`src/sha256_pkg.sv`:
```
package sha256_pkg;

    typedef enum logic [1:0] {
        SEL_MSG,
        SEL_PAD80,
        SEL_ZERO,
        SEL_LEN
    } t_byte_sel;

    typedef struct packed {
        logic       absorb;
        t_byte_sel  sel;
        logic       count;
        logic       clr_total;
        logic       load;
        logic       round;
        logic [5:0] round_idx;
        logic       finish;
        logic       digest;
    } t_dp_cmd;

    typedef struct packed {
        logic [5:0] fill;
        logic       out_busy;
    } t_dp_sts;

    localparam logic [7:0] PAD_BYTE     = 8'h80;
    localparam logic [5:0] LEN_START    = 6'd56;
    localparam logic [5:0] LAST_SLOT    = 6'd63;
    localparam logic [5:0] LAST_ROUND   = 6'd63;
    localparam logic [3:0] DIGEST_WORDS = 4'd8;
    localparam logic [2:0] LAST_INDEX   = 3'd7;

    localparam logic [31:0] IV [8] = '{
        32'h6a09e667, 32'hbb67ae85, 32'h3c6ef372, 32'ha54ff53a,
        32'h510e527f, 32'h9b05688c, 32'h1f83d9ab, 32'h5be0cd19
    };

    localparam logic [31:0] K [64] = '{
        32'h428a2f98, 32'h71374491, 32'hb5c0fbcf, 32'he9b5dba5,
        32'h3956c25b, 32'h59f111f1, 32'h923f82a4, 32'hab1c5ed5,
        32'hd807aa98, 32'h12835b01, 32'h243185be, 32'h550c7dc3,
        32'h72be5d74, 32'h80deb1fe, 32'h9bdc06a7, 32'hc19bf174,
        32'he49b69c1, 32'hefbe4786, 32'h0fc19dc6, 32'h240ca1cc,
        32'h2de92c6f, 32'h4a7484aa, 32'h5cb0a9dc, 32'h76f988da,
        32'h983e5152, 32'ha831c66d, 32'hb00327c8, 32'hbf597fc7,
        32'hc6e00bf3, 32'hd5a79147, 32'h06ca6351, 32'h14292967,
        32'h27b70a85, 32'h2e1b2138, 32'h4d2c6dfc, 32'h53380d13,
        32'h650a7354, 32'h766a0abb, 32'h81c2c92e, 32'h92722c85,
        32'ha2bfe8a1, 32'ha81a664b, 32'hc24b8b70, 32'hc76c51a3,
        32'hd192e819, 32'hd6990624, 32'hf40e3585, 32'h106aa070,
        32'h19a4c116, 32'h1e376c08, 32'h2748774c, 32'h34b0bcb5,
        32'h391c0cb3, 32'h4ed8aa4a, 32'h5b9cca4f, 32'h682e6ff3,
        32'h748f82ee, 32'h78a5636f, 32'h84c87814, 32'h8cc70208,
        32'h90befffa, 32'ha4506ceb, 32'hbef9a3f7, 32'hc67178f2
    };

endpackage

```
`src/sha256_in_if.sv`:
```
interface sha256_in_if;
    logic       valid;
    logic       ready;
    logic [7:0] data_byte;
    logic       byte_present;
    logic       end_of_message;

    modport source (output valid, output data_byte, output byte_present,
                    output end_of_message, input ready);
    modport sink (input valid, input data_byte, input byte_present,
                  input end_of_message, output ready);
endinterface

```
`src/sha256_out_if.sv`:
```
interface sha256_out_if;
    logic        valid;
    logic        ready;
    logic [31:0] digest_word;
    logic [2:0]  word_index;
    logic        last_word;

    modport source (output valid, output digest_word, output word_index,
                    output last_word, input ready);
    modport sink (input valid, input digest_word, input word_index,
                  input last_word, output ready);
endinterface

```
`src/sha256_dp.sv`:
```
module sha256_dp
    import sha256_pkg::*;
(
    input  logic        i_clk,
    input  logic        i_rst_n,
    input  t_dp_cmd     i_cmd,
    input  logic [7:0]  i_data_byte,
    output t_dp_sts     o_sts,
    output logic        o_out_valid,
    input  logic        i_out_ready,
    output logic [31:0] o_digest_word,
    output logic [2:0]  o_word_index,
    output logic        o_last_word
);

    function automatic logic [31:0] rotr(input logic [31:0] v, input int unsigned n);
        rotr = (v >> n) | (v << (32 - n));
    endfunction

    logic [511:0] r_collect;
    logic [511:0] r_win;
    logic [31:0]  r_wv [8];
    logic [31:0]  r_h [8];
    logic [255:0] r_obuf;
    logic [5:0]   r_fill;
    logic [60:0]  r_total;
    logic [3:0]   r_ocnt;
    logic [2:0]   r_oidx;

    logic [7:0]   byte_in;
    logic [63:0]  len_shift;
    logic [31:0]  w0, w1, w9, w14, w_new;
    logic [31:0]  s0, s1, ch, maj, t1, t2;
    logic         out_fire;

    // length field, big-endian, one byte per slot from 56 to 63
    assign len_shift = {r_total, 3'b000} << {r_fill[2:0], 3'b000};

    always_comb begin
        case (i_cmd.sel)
            SEL_MSG:   byte_in = i_data_byte;
            SEL_PAD80: byte_in = PAD_BYTE;
            SEL_ZERO:  byte_in = 8'h00;
            SEL_LEN:   byte_in = len_shift[63:56];
            default:   byte_in = 8'h00;
        endcase
    end

    // schedule window: oldest word at the top
    assign w0  = r_win[511:480];
    assign w1  = r_win[479:448];
    assign w9  = r_win[223:192];
    assign w14 = r_win[63:32];
    assign w_new = w0 + w9
                 + (rotr(w1, 7) ^ rotr(w1, 18) ^ (w1 >> 3))
                 + (rotr(w14, 17) ^ rotr(w14, 19) ^ (w14 >> 10));

    assign s1  = rotr(r_wv[4], 6) ^ rotr(r_wv[4], 11) ^ rotr(r_wv[4], 25);
    assign ch  = (r_wv[4] & r_wv[5]) ^ (~r_wv[4] & r_wv[6]);
    assign s0  = rotr(r_wv[0], 2) ^ rotr(r_wv[0], 13) ^ rotr(r_wv[0], 22);
    assign maj = (r_wv[0] & r_wv[1]) ^ (r_wv[0] & r_wv[2]) ^ (r_wv[1] & r_wv[2]);
    assign t1  = r_wv[7] + s1 + ch + K[i_cmd.round_idx] + w0;
    assign t2  = s0 + maj;

    assign out_fire = o_out_valid && i_out_ready;

    always_ff @(posedge i_clk) begin
        if (!i_rst_n) begin
            r_fill  <= '0;
            r_total <= '0;
            r_ocnt  <= '0;
            r_oidx  <= '0;
            for (int i = 0; i < 8; i++) r_h[i] <= IV[i];
        end else begin
            if (i_cmd.absorb) r_fill <= r_fill + 6'd1;
            if (i_cmd.clr_total) r_total <= '0;
            else if (i_cmd.count) r_total <= r_total + 61'd1;
            if (i_cmd.finish) begin
                for (int i = 0; i < 8; i++) r_h[i] <= r_h[i] + r_wv[i];
            end else if (i_cmd.digest) begin
                for (int i = 0; i < 8; i++) r_h[i] <= IV[i];
            end
            if (i_cmd.digest) begin
                r_ocnt <= DIGEST_WORDS;
                r_oidx <= '0;
            end else if (out_fire) begin
                r_ocnt <= r_ocnt - 4'd1;
                r_oidx <= r_oidx + 3'd1;
            end
        end
    end

    always_ff @(posedge i_clk) begin
        if (i_cmd.absorb) r_collect <= {r_collect[503:0], byte_in};
        if (i_cmd.load) begin
            r_win <= r_collect;
            for (int i = 0; i < 8; i++) r_wv[i] <= r_h[i];
        end else if (i_cmd.round) begin
            r_win   <= {r_win[479:0], w_new};
            r_wv[7] <= r_wv[6];
            r_wv[6] <= r_wv[5];
            r_wv[5] <= r_wv[4];
            r_wv[4] <= r_wv[3] + t1;
            r_wv[3] <= r_wv[2];
            r_wv[2] <= r_wv[1];
            r_wv[1] <= r_wv[0];
            r_wv[0] <= t1 + t2;
        end
        if (i_cmd.digest) begin
            r_obuf <= {r_h[0], r_h[1], r_h[2], r_h[3], r_h[4], r_h[5], r_h[6], r_h[7]};
        end else if (out_fire) begin
            r_obuf <= {r_obuf[223:0], 32'h0000_0000};
        end
    end

    assign o_sts.fill     = r_fill;
    assign o_sts.out_busy = (r_ocnt != 4'd0);
    assign o_out_valid    = (r_ocnt != 4'd0);
    assign o_digest_word  = r_obuf[255:224];
    assign o_word_index   = r_oidx;
    assign o_last_word    = (r_oidx == LAST_INDEX);

endmodule

```
`src/sha256_ctrl.sv`:
```
module sha256_ctrl
    import sha256_pkg::*;
(
    input  logic    i_clk,
    input  logic    i_rst_n,
    input  logic    i_in_valid,
    input  logic    i_byte_present,
    input  logic    i_end_of_message,
    output logic    o_in_ready,
    input  t_dp_sts i_sts,
    output t_dp_cmd o_cmd
);

    typedef enum logic [1:0] {F_IDLE, F_P80, F_PZERO, F_PLEN} t_feed_state;
    typedef enum logic [1:0] {C_IDLE, C_ROUND, C_FINISH, C_DIGEST} t_cmp_state;

    t_feed_state r_fst, n_fst;
    t_cmp_state  r_cst, n_cst;
    logic        r_full, n_full;
    logic        r_full_last, n_full_last;
    logic        r_cmp_last, n_cmp_last;
    logic [5:0]  r_round, n_round;
    logic        accept;

    assign o_in_ready = (r_fst == F_IDLE) && !r_full;
    assign accept     = i_in_valid && o_in_ready;

    always_comb begin
        o_cmd       = '0;
        o_cmd.sel   = SEL_MSG;
        n_fst       = r_fst;
        n_cst       = r_cst;
        n_full      = r_full;
        n_full_last = r_full_last;
        n_cmp_last  = r_cmp_last;
        n_round     = r_round;

        // feed side: message bytes, then padding bytes
        case (r_fst)
            F_IDLE: begin
                if (accept && i_byte_present) begin
                    o_cmd.absorb = 1'b1;
                    o_cmd.count  = 1'b1;
                end
                if (accept && i_end_of_message) n_fst = F_P80;
            end
            F_P80: begin
                if (!r_full) begin
                    o_cmd.absorb = 1'b1;
                    o_cmd.sel    = SEL_PAD80;
                    n_fst        = F_PZERO;
                end
            end
            F_PZERO: begin
                if (!r_full) begin
                    if (i_sts.fill == LEN_START) begin
                        n_fst = F_PLEN;
                    end else begin
                        o_cmd.absorb = 1'b1;
                        o_cmd.sel    = SEL_ZERO;
                    end
                end
            end
            F_PLEN: begin
                if (!r_full) begin
                    o_cmd.absorb = 1'b1;
                    o_cmd.sel    = SEL_LEN;
                    if (i_sts.fill == LAST_SLOT) begin
                        o_cmd.clr_total = 1'b1;
                        n_fst           = F_IDLE;
                    end
                end
            end
            default: n_fst = F_IDLE;
        endcase

        if (o_cmd.absorb && i_sts.fill == LAST_SLOT) begin
            n_full      = 1'b1;
            n_full_last = (r_fst == F_PLEN);
        end

        // compression side: load, 64 rounds, fold into chaining words, then digest copy after a last block
        case (r_cst)
            C_IDLE: begin
                if (r_full) begin
                    o_cmd.load = 1'b1;
                    n_full     = 1'b0;
                    n_cmp_last = r_full_last;
                    n_round    = '0;
                    n_cst      = C_ROUND;
                end
            end
            C_ROUND: begin
                o_cmd.round     = 1'b1;
                o_cmd.round_idx = r_round;
                n_round         = r_round + 6'd1;
                if (r_round == LAST_ROUND) n_cst = C_FINISH;
            end
            C_FINISH: begin
                o_cmd.finish = 1'b1;
                n_cst        = r_cmp_last ? C_DIGEST : C_IDLE;
            end
            C_DIGEST: begin
                if (!i_sts.out_busy) begin
                    o_cmd.digest = 1'b1;
                    n_cst        = C_IDLE;
                end
            end
            default: n_cst = C_IDLE;
        endcase
    end

    always_ff @(posedge i_clk) begin
        if (!i_rst_n) begin
            r_fst       <= F_IDLE;
            r_cst       <= C_IDLE;
            r_full      <= 1'b0;
            r_full_last <= 1'b0;
            r_cmp_last  <= 1'b0;
            r_round     <= '0;
        end else begin
            r_fst       <= n_fst;
            r_cst       <= n_cst;
            r_full      <= n_full;
            r_full_last <= n_full_last;
            r_cmp_last  <= n_cmp_last;
            r_round     <= n_round;
        end
    end

    // a waiting block is never overwritten
    a_no_overwrite: assert property (@(posedge i_clk) disable iff (!i_rst_n)
        o_cmd.absorb |-> !r_full)
        else $error("byte absorbed while a full block waits");

    // digest copy only into an empty output buffer
    a_digest_free: assert property (@(posedge i_clk) disable iff (!i_rst_n)
        o_cmd.digest |-> !i_sts.out_busy)
        else $error("digest copied over pending output");

    // the last round is always followed by the fold step
    a_round_end: assert property (@(posedge i_clk) disable iff (!i_rst_n)
        (r_cst == C_ROUND && r_round == LAST_ROUND) |=> (r_cst == C_FINISH))
        else $error("compression did not finish after last round");

    // a block full flag rises only when the last slot is written
    a_full_rise: assert property (@(posedge i_clk) disable iff (!i_rst_n)
        $rose(r_full) |-> $past(o_cmd.absorb) && ($past(i_sts.fill) == LAST_SLOT))
        else $error("block marked full without filling its last slot");

endmodule

```
`src/sha256_hash_unit.sv`:
```
// digest path: an end item gives its first digest word after its final padded block is
// loaded into the compressor (load, 64 rounds, fold, digest copy, the copy waiting for
// pending digest words); pad bytes go one per cycle while no full block waits, with an
// idle step ahead of the length field. throughput: one round per cycle; while no full
// block waits, bytes go one a cycle into a second block buffer as the last one compresses
// reset (synchronous, active low): chaining words to the initial hash, counts cleared,
// no digest pending
module sha256_hash_unit
    import sha256_pkg::*;
(
    input  logic        i_clk,
    input  logic        i_rst_n,
    sha256_in_if.sink   i_in,
    sha256_out_if.source o_out
);

    t_dp_cmd cmd;
    t_dp_sts sts;

    sha256_ctrl u_ctrl (
        .i_clk            (i_clk),
        .i_rst_n          (i_rst_n),
        .i_in_valid       (i_in.valid),
        .i_byte_present   (i_in.byte_present),
        .i_end_of_message (i_in.end_of_message),
        .o_in_ready       (i_in.ready),
        .i_sts            (sts),
        .o_cmd            (cmd)
    );

    sha256_dp u_dp (
        .i_clk         (i_clk),
        .i_rst_n       (i_rst_n),
        .i_cmd         (cmd),
        .i_data_byte   (i_in.data_byte),
        .o_sts         (sts),
        .o_out_valid   (o_out.valid),
        .i_out_ready   (o_out.ready),
        .o_digest_word (o_out.digest_word),
        .o_word_index  (o_out.word_index),
        .o_last_word   (o_out.last_word)
    );

endmodule

```
`src/flat_wrapper.sv`:
```
// flat-port wrapper written by rule: the top's interface ports become plain ports
module sha256_hash_unit_flat import sha256_pkg::*;
  (i_clk, i_rst_n, i_in_valid, i_in_data_byte, i_in_byte_present, i_in_end_of_message, i_in_ready, o_out_valid, o_out_digest_word, o_out_word_index, o_out_last_word, o_out_ready);
  sha256_in_if i_in_i ();
  sha256_out_if o_out_i ();
  input  logic i_clk;
  input  logic i_rst_n;
  input wire logic [$bits(i_in_i.valid)-1:0] i_in_valid;
  input wire logic [$bits(i_in_i.data_byte)-1:0] i_in_data_byte;
  input wire logic [$bits(i_in_i.byte_present)-1:0] i_in_byte_present;
  input wire logic [$bits(i_in_i.end_of_message)-1:0] i_in_end_of_message;
  output wire logic [$bits(i_in_i.ready)-1:0] i_in_ready;
  output wire logic [$bits(o_out_i.valid)-1:0] o_out_valid;
  output wire logic [$bits(o_out_i.digest_word)-1:0] o_out_digest_word;
  output wire logic [$bits(o_out_i.word_index)-1:0] o_out_word_index;
  output wire logic [$bits(o_out_i.last_word)-1:0] o_out_last_word;
  input wire logic [$bits(o_out_i.ready)-1:0] o_out_ready;
  assign i_in_i.valid = i_in_valid;
  assign i_in_i.data_byte = i_in_data_byte;
  assign i_in_i.byte_present = i_in_byte_present;
  assign i_in_i.end_of_message = i_in_end_of_message;
  assign i_in_ready = i_in_i.ready;
  assign o_out_valid = o_out_i.valid;
  assign o_out_digest_word = o_out_i.digest_word;
  assign o_out_word_index = o_out_i.word_index;
  assign o_out_last_word = o_out_i.last_word;
  assign o_out_i.ready = o_out_ready;
  sha256_hash_unit u_core (.i_clk(i_clk), .i_rst_n(i_rst_n), .i_in(i_in_i), .o_out(o_out_i));
endmodule
```
`config.mk`:
```
export PLATFORM = sky130hd
export DESIGN_NAME = sha256_hash_unit_flat
export DESIGN_NICKNAME = d
export VERILOG_FILES = /design/src/sha256_pkg.sv /design/src/sha256_in_if.sv /design/src/sha256_out_if.sv /design/src/sha256_dp.sv /design/src/sha256_ctrl.sv /design/src/sha256_hash_unit.sv /design/src/flat_wrapper.sv
export SDC_FILE = /design/constraint.sdc
export NUM_CORES = 2
export LEC_CHECK = 0
export ABC_AREA = 0
export BUFFER_PORTS_ARGS = -buffer_cell sky130_fd_sc_hd__buf_4
export CORE_AREA = 10 10 448 450
export CTS_CLUSTER_SIZE = 25
export DETAILED_ROUTE_END_ITERATION = 7
export DIE_AREA = 0 0 458 460
export PLACE_DENSITY = 0.67
export SLEW_MARGIN = 20
export SYNTH_ARGS = -nofsm -noshare
export SYNTH_HDL_FRONTEND = slang
export SYNTH_SLANG_ARGS = --single-unit
```
`constraint.sdc`:
```
create_clock -name i_clk -period 20.4 [get_ports i_clk]
set_input_delay 1.02 -clock i_clk [delete_from_list [all_inputs] [get_ports i_clk]]
set_output_delay 1.02 -clock i_clk [all_outputs]
set_load 0.1 [all_outputs]
```
==> metrics.yaml <==
layout.cell_area.non_filler_sq_um: 108000
grt_setup_unrepaired: "no"
die-height_microns: 460
syn-mean-instance-area_sq_um: 10.3
post_cts.repair.setup_buffers: 0
port-buffer-count: 51
critPathKind: "flop to flop"
p_per_cell_area_nw_per_um2: 90.8
grt_max_degree: 205
post-place-ws_ns: 9.73
initial_core_util_pct: 51.7
tritoncts: "yes"
drt-vias-per-instance: 5.83
drive_gt1_share_pct: 5.56
filler_cell_count_in_the_final_layout: 16300
antenna_violating_nets_post_route: 0
total_power_mw: 9.81
cts_root_buffer: "clkbuf_16"
finalNetCount: 10100
worst_slack_ns: 9.73
grt_pass1_wl_microns: 421000
placedCellCount: 11800
post_synth_xor_area_fraction_pct: 5.45
synth_compound_gate_area_share_pct: 9.60
tightest_slew_ns: 1.25
cts.sinks: 1879
die-width_microns: 458
overflow: 0
detail_route.iter0.violations: 7319
multiInputGateArea_sq_um: 41900
grt_pass1_vias: 69500
htree_num_levels: 4
grt_util_all_layers_pct: 25.6
dr_total_vias: 71000
pin_count: 52
sequential_cell_area_sq_um: 54300
category_of_the_worst_setup_path_launch_point: "flop"
yosys_warnings: 0
final.setup.tns_ns: 0
synthCells: 9607
fp.dieArea_sq_um: 211000
largest_family_of_logic_cells_by_synthesized_area: "simple AND/OR/NAND/NOR gates"
outcome: "complete, no violations"
async_flop_share_pct: 0
report.final.hold_viol_count: 0
critPathArrivalTime_ns: 11.24
routed_wl_microns: 276000
synthesis.nets: 10200
post_synth_mux_area_share_pct: 0.869
cp_max_fo: 14
core_area_sq_um: 192000
leakage_nw: 42.4
post_synth_instance_area_sq_um: 99100
worst_setup_hold_path_clk_slew_ns: 0.06
worstPathRequired_ns: 20.97
number_of_violations_of_the_max_capacitance_limit: 0
finish.cell_count_without_fillers: 12200
crit_path_end_kind: "flop"
final_min_period_over_clock_period_pct: 52.3
clock_path_buffers: 3
dp.final_hpwl_microns: 189000
power.ir.vdd_worst_mv: 0.153
fmax_mhz: 93.8
wl_per_cell_microns: 22.7
initial_antenna_violation_count: 4
synth-seq-cells: 1879
post_cts.resized_instances: 0
synth.distinct_cells: 99
synthSimpleGateAreaFrac_pct: 17.1
worst_slew_margin_rel_pct: 16.7
place.gp.congestion: 0.946
row_count: 161
synth_edf_count: 1664
final.min_clock_period_ns: 10.67
timing.clock.skew_ns: 0.0594
dr.pass1.iters: 5
total_cts_buffers: 196
synth_seq_area_share_pct: 54.8
drc_errors: 0
synth_area_in_adders_pct: 9.20
setup_viol: 0
post_cts_hold_fix_bufs: 0
crit_path_top_delay_cell: "ha_1"
hold_path_class: "flop to flop"
worst_skew_pair_latency_ns: 0.88
area_growth_syn_to_layout_pct: 9.09
synth_ff_type: "edfxtp_1"
placement.cell_area_sq_um: 102000
maxSlewViolCount: 0
largest_stage_delay_worst_path_ns: 0.76
[metal layers]
| layer | track usage, % | vias to the layer above | share of wire [%] |
|---|---|---|---|
| met5 | 0 | - | 0.013 |
| met4 | 11.6 | 4 | 4.9 |
| met3 | 3.75 | 627 | 6.6 |
| met2 | 41.2 | 2584 | 46 |
| met1 | 34.5 | 34900 | 42 |
| li1 | - | 32800 | - |
[path summary, 6_finish.rpt]
| kind | slack (ns) | from | cells after the start | end |
|---|---|---|---|---|
| hold reg to reg | 0.43 | u_core.u_dp.r_collect[341]$_DFFE_PP_ | 0 | u_core.u_dp.r_collect[349]$_DFFE_PP_ |
| setup reg to reg | 9.73 | u_core.u_ctrl.r_cst[0]$_SDFFE_PN0P_ | 35 | u_core.u_dp.r_wv[0][31]$_DFFE_PP_ |
| setup / recovery | 9.73 | u_core.u_ctrl.r_cst[0]$_SDFFE_PN0P_ | 35 | u_core.u_dp.r_wv[0][31]$_DFFE_PP_ |
| hold / removal | 0.43 | u_core.u_dp.r_collect[341]$_DFFE_PP_ | 0 | u_core.u_dp.r_collect[349]$_DFFE_PP_ |
[logic make-up after synthesis]
kind of cell / count (synthesis)
simple gates: 4154
flops: 1879
compound gates: 1510
buf+inv: 766
xor+xnor: 616
fa+ha+maj: 616
mux: 66
[sequential cells by signal (all words and copies together) (netlist names), 2 cells and up]
name,count
u_core.u_ctrl.r_cst,2
u_core.u_ctrl.r_fst,2
u_core.u_ctrl.r_round,6
u_core.u_dp.o_word_index,3
u_core.u_dp.r_collect,512
u_core.u_dp.r_fill,6
u_core.u_dp.r_h,256
u_core.u_dp.r_obuf,256
u_core.u_dp.r_ocnt,4
u_core.u_dp.r_total,61
u_core.u_dp.r_win,512
u_core.u_dp.r_wv,256
[power by group]
part,internal [mW],leakage [nW],switching [mW]
Sequential,5.04,16.8,0.271
Clock,2.02,3.12,1.57
Combinational,0.168,22.5,0.746
Total,7.23,42.4,2.59
[metrics by stage]
step / util (%) / hold slack, ns
global route: 56.4 / 0.442
floorplan: - / 0.426
CTS: 56.4 / 0.430
global placement: 53.0 / 0.428
detailed placement: 53.0 / 0.431
finish: 56.4 / 0.432
[layout make-up]
cell class              instances  area share [%]
diodes                          3         0.00695
flip-flops and latches       1879            50.2
multi-input cells            6962            38.8
clock buffers                 243            4.82
clock inverters               121            1.11
inverters                     289            1.02
well taps                    2526            2.92
repair buffers                147            1.10
[placed cells by master, fill, tap and decap left out, drive strengths merged, types with 17 or more instances in the layout]
cell type,netlist,layout
o31ai,32,32
ha,399,399
o22ai,21,21
mux2,17,17
nor2,377,377
nand4,38,38
a21o,191,191
xor2,187,187
dfxtp,215,215
fa,195,195
a21boi,24,24
clkbuf,408,243
nor2b,57,57
nand3,117,117
mux2i,35,35
inv,289,297
a211oi,60,60
a31oi,48,48
o21bai,47,47
o21a,58,58
or3,35,35
nand2b,71,71
and3,45,45
o21ai,375,375
a21oi,441,441
maj3,22,22
clkinv,0,90
and2,57,57
edfxtp,1664,1664
buf,68,147
o211ai,67,67
nand2,3222,3222
nor3,74,74
xnor2,429,429
[critical path, delay by kind of cell (launching register included)]
family	cells	cell delay, ns
flip-flops	1	0.62
AND/OR/NAND/NOR	7	2.06
buffers and inverters	4	0.55
adder cells (fa/ha/maj)	7	3.32
AO/OA/AOI/OAI	14	3.23
XOR/XNOR	3	0.61
[synth_stat cells, drive strengths merged (187+ instances only)]
| cell | number | area share, % |
|---|---|---|
| nand2 | 3222 | 12 |
| edfxtp | 1664 | 50 |
| a21oi | 441 | 2.2 |
| xnor2 | 429 | 3.8 |
| clkbuf | 408 | 1.5 |
| ha | 399 | 5.0 |
| nor2 | 377 | 1.5 |
| o21ai | 375 | 1.9 |
| inv | 289 | 1.1 |
| dfxtp | 215 | 4.3 |
| fa | 195 | 3.9 |
| a21o | 191 | 1.4 |
| xor2 | 187 | 1.7 |
Note: power is estimated with default switching activity, not from simulation.
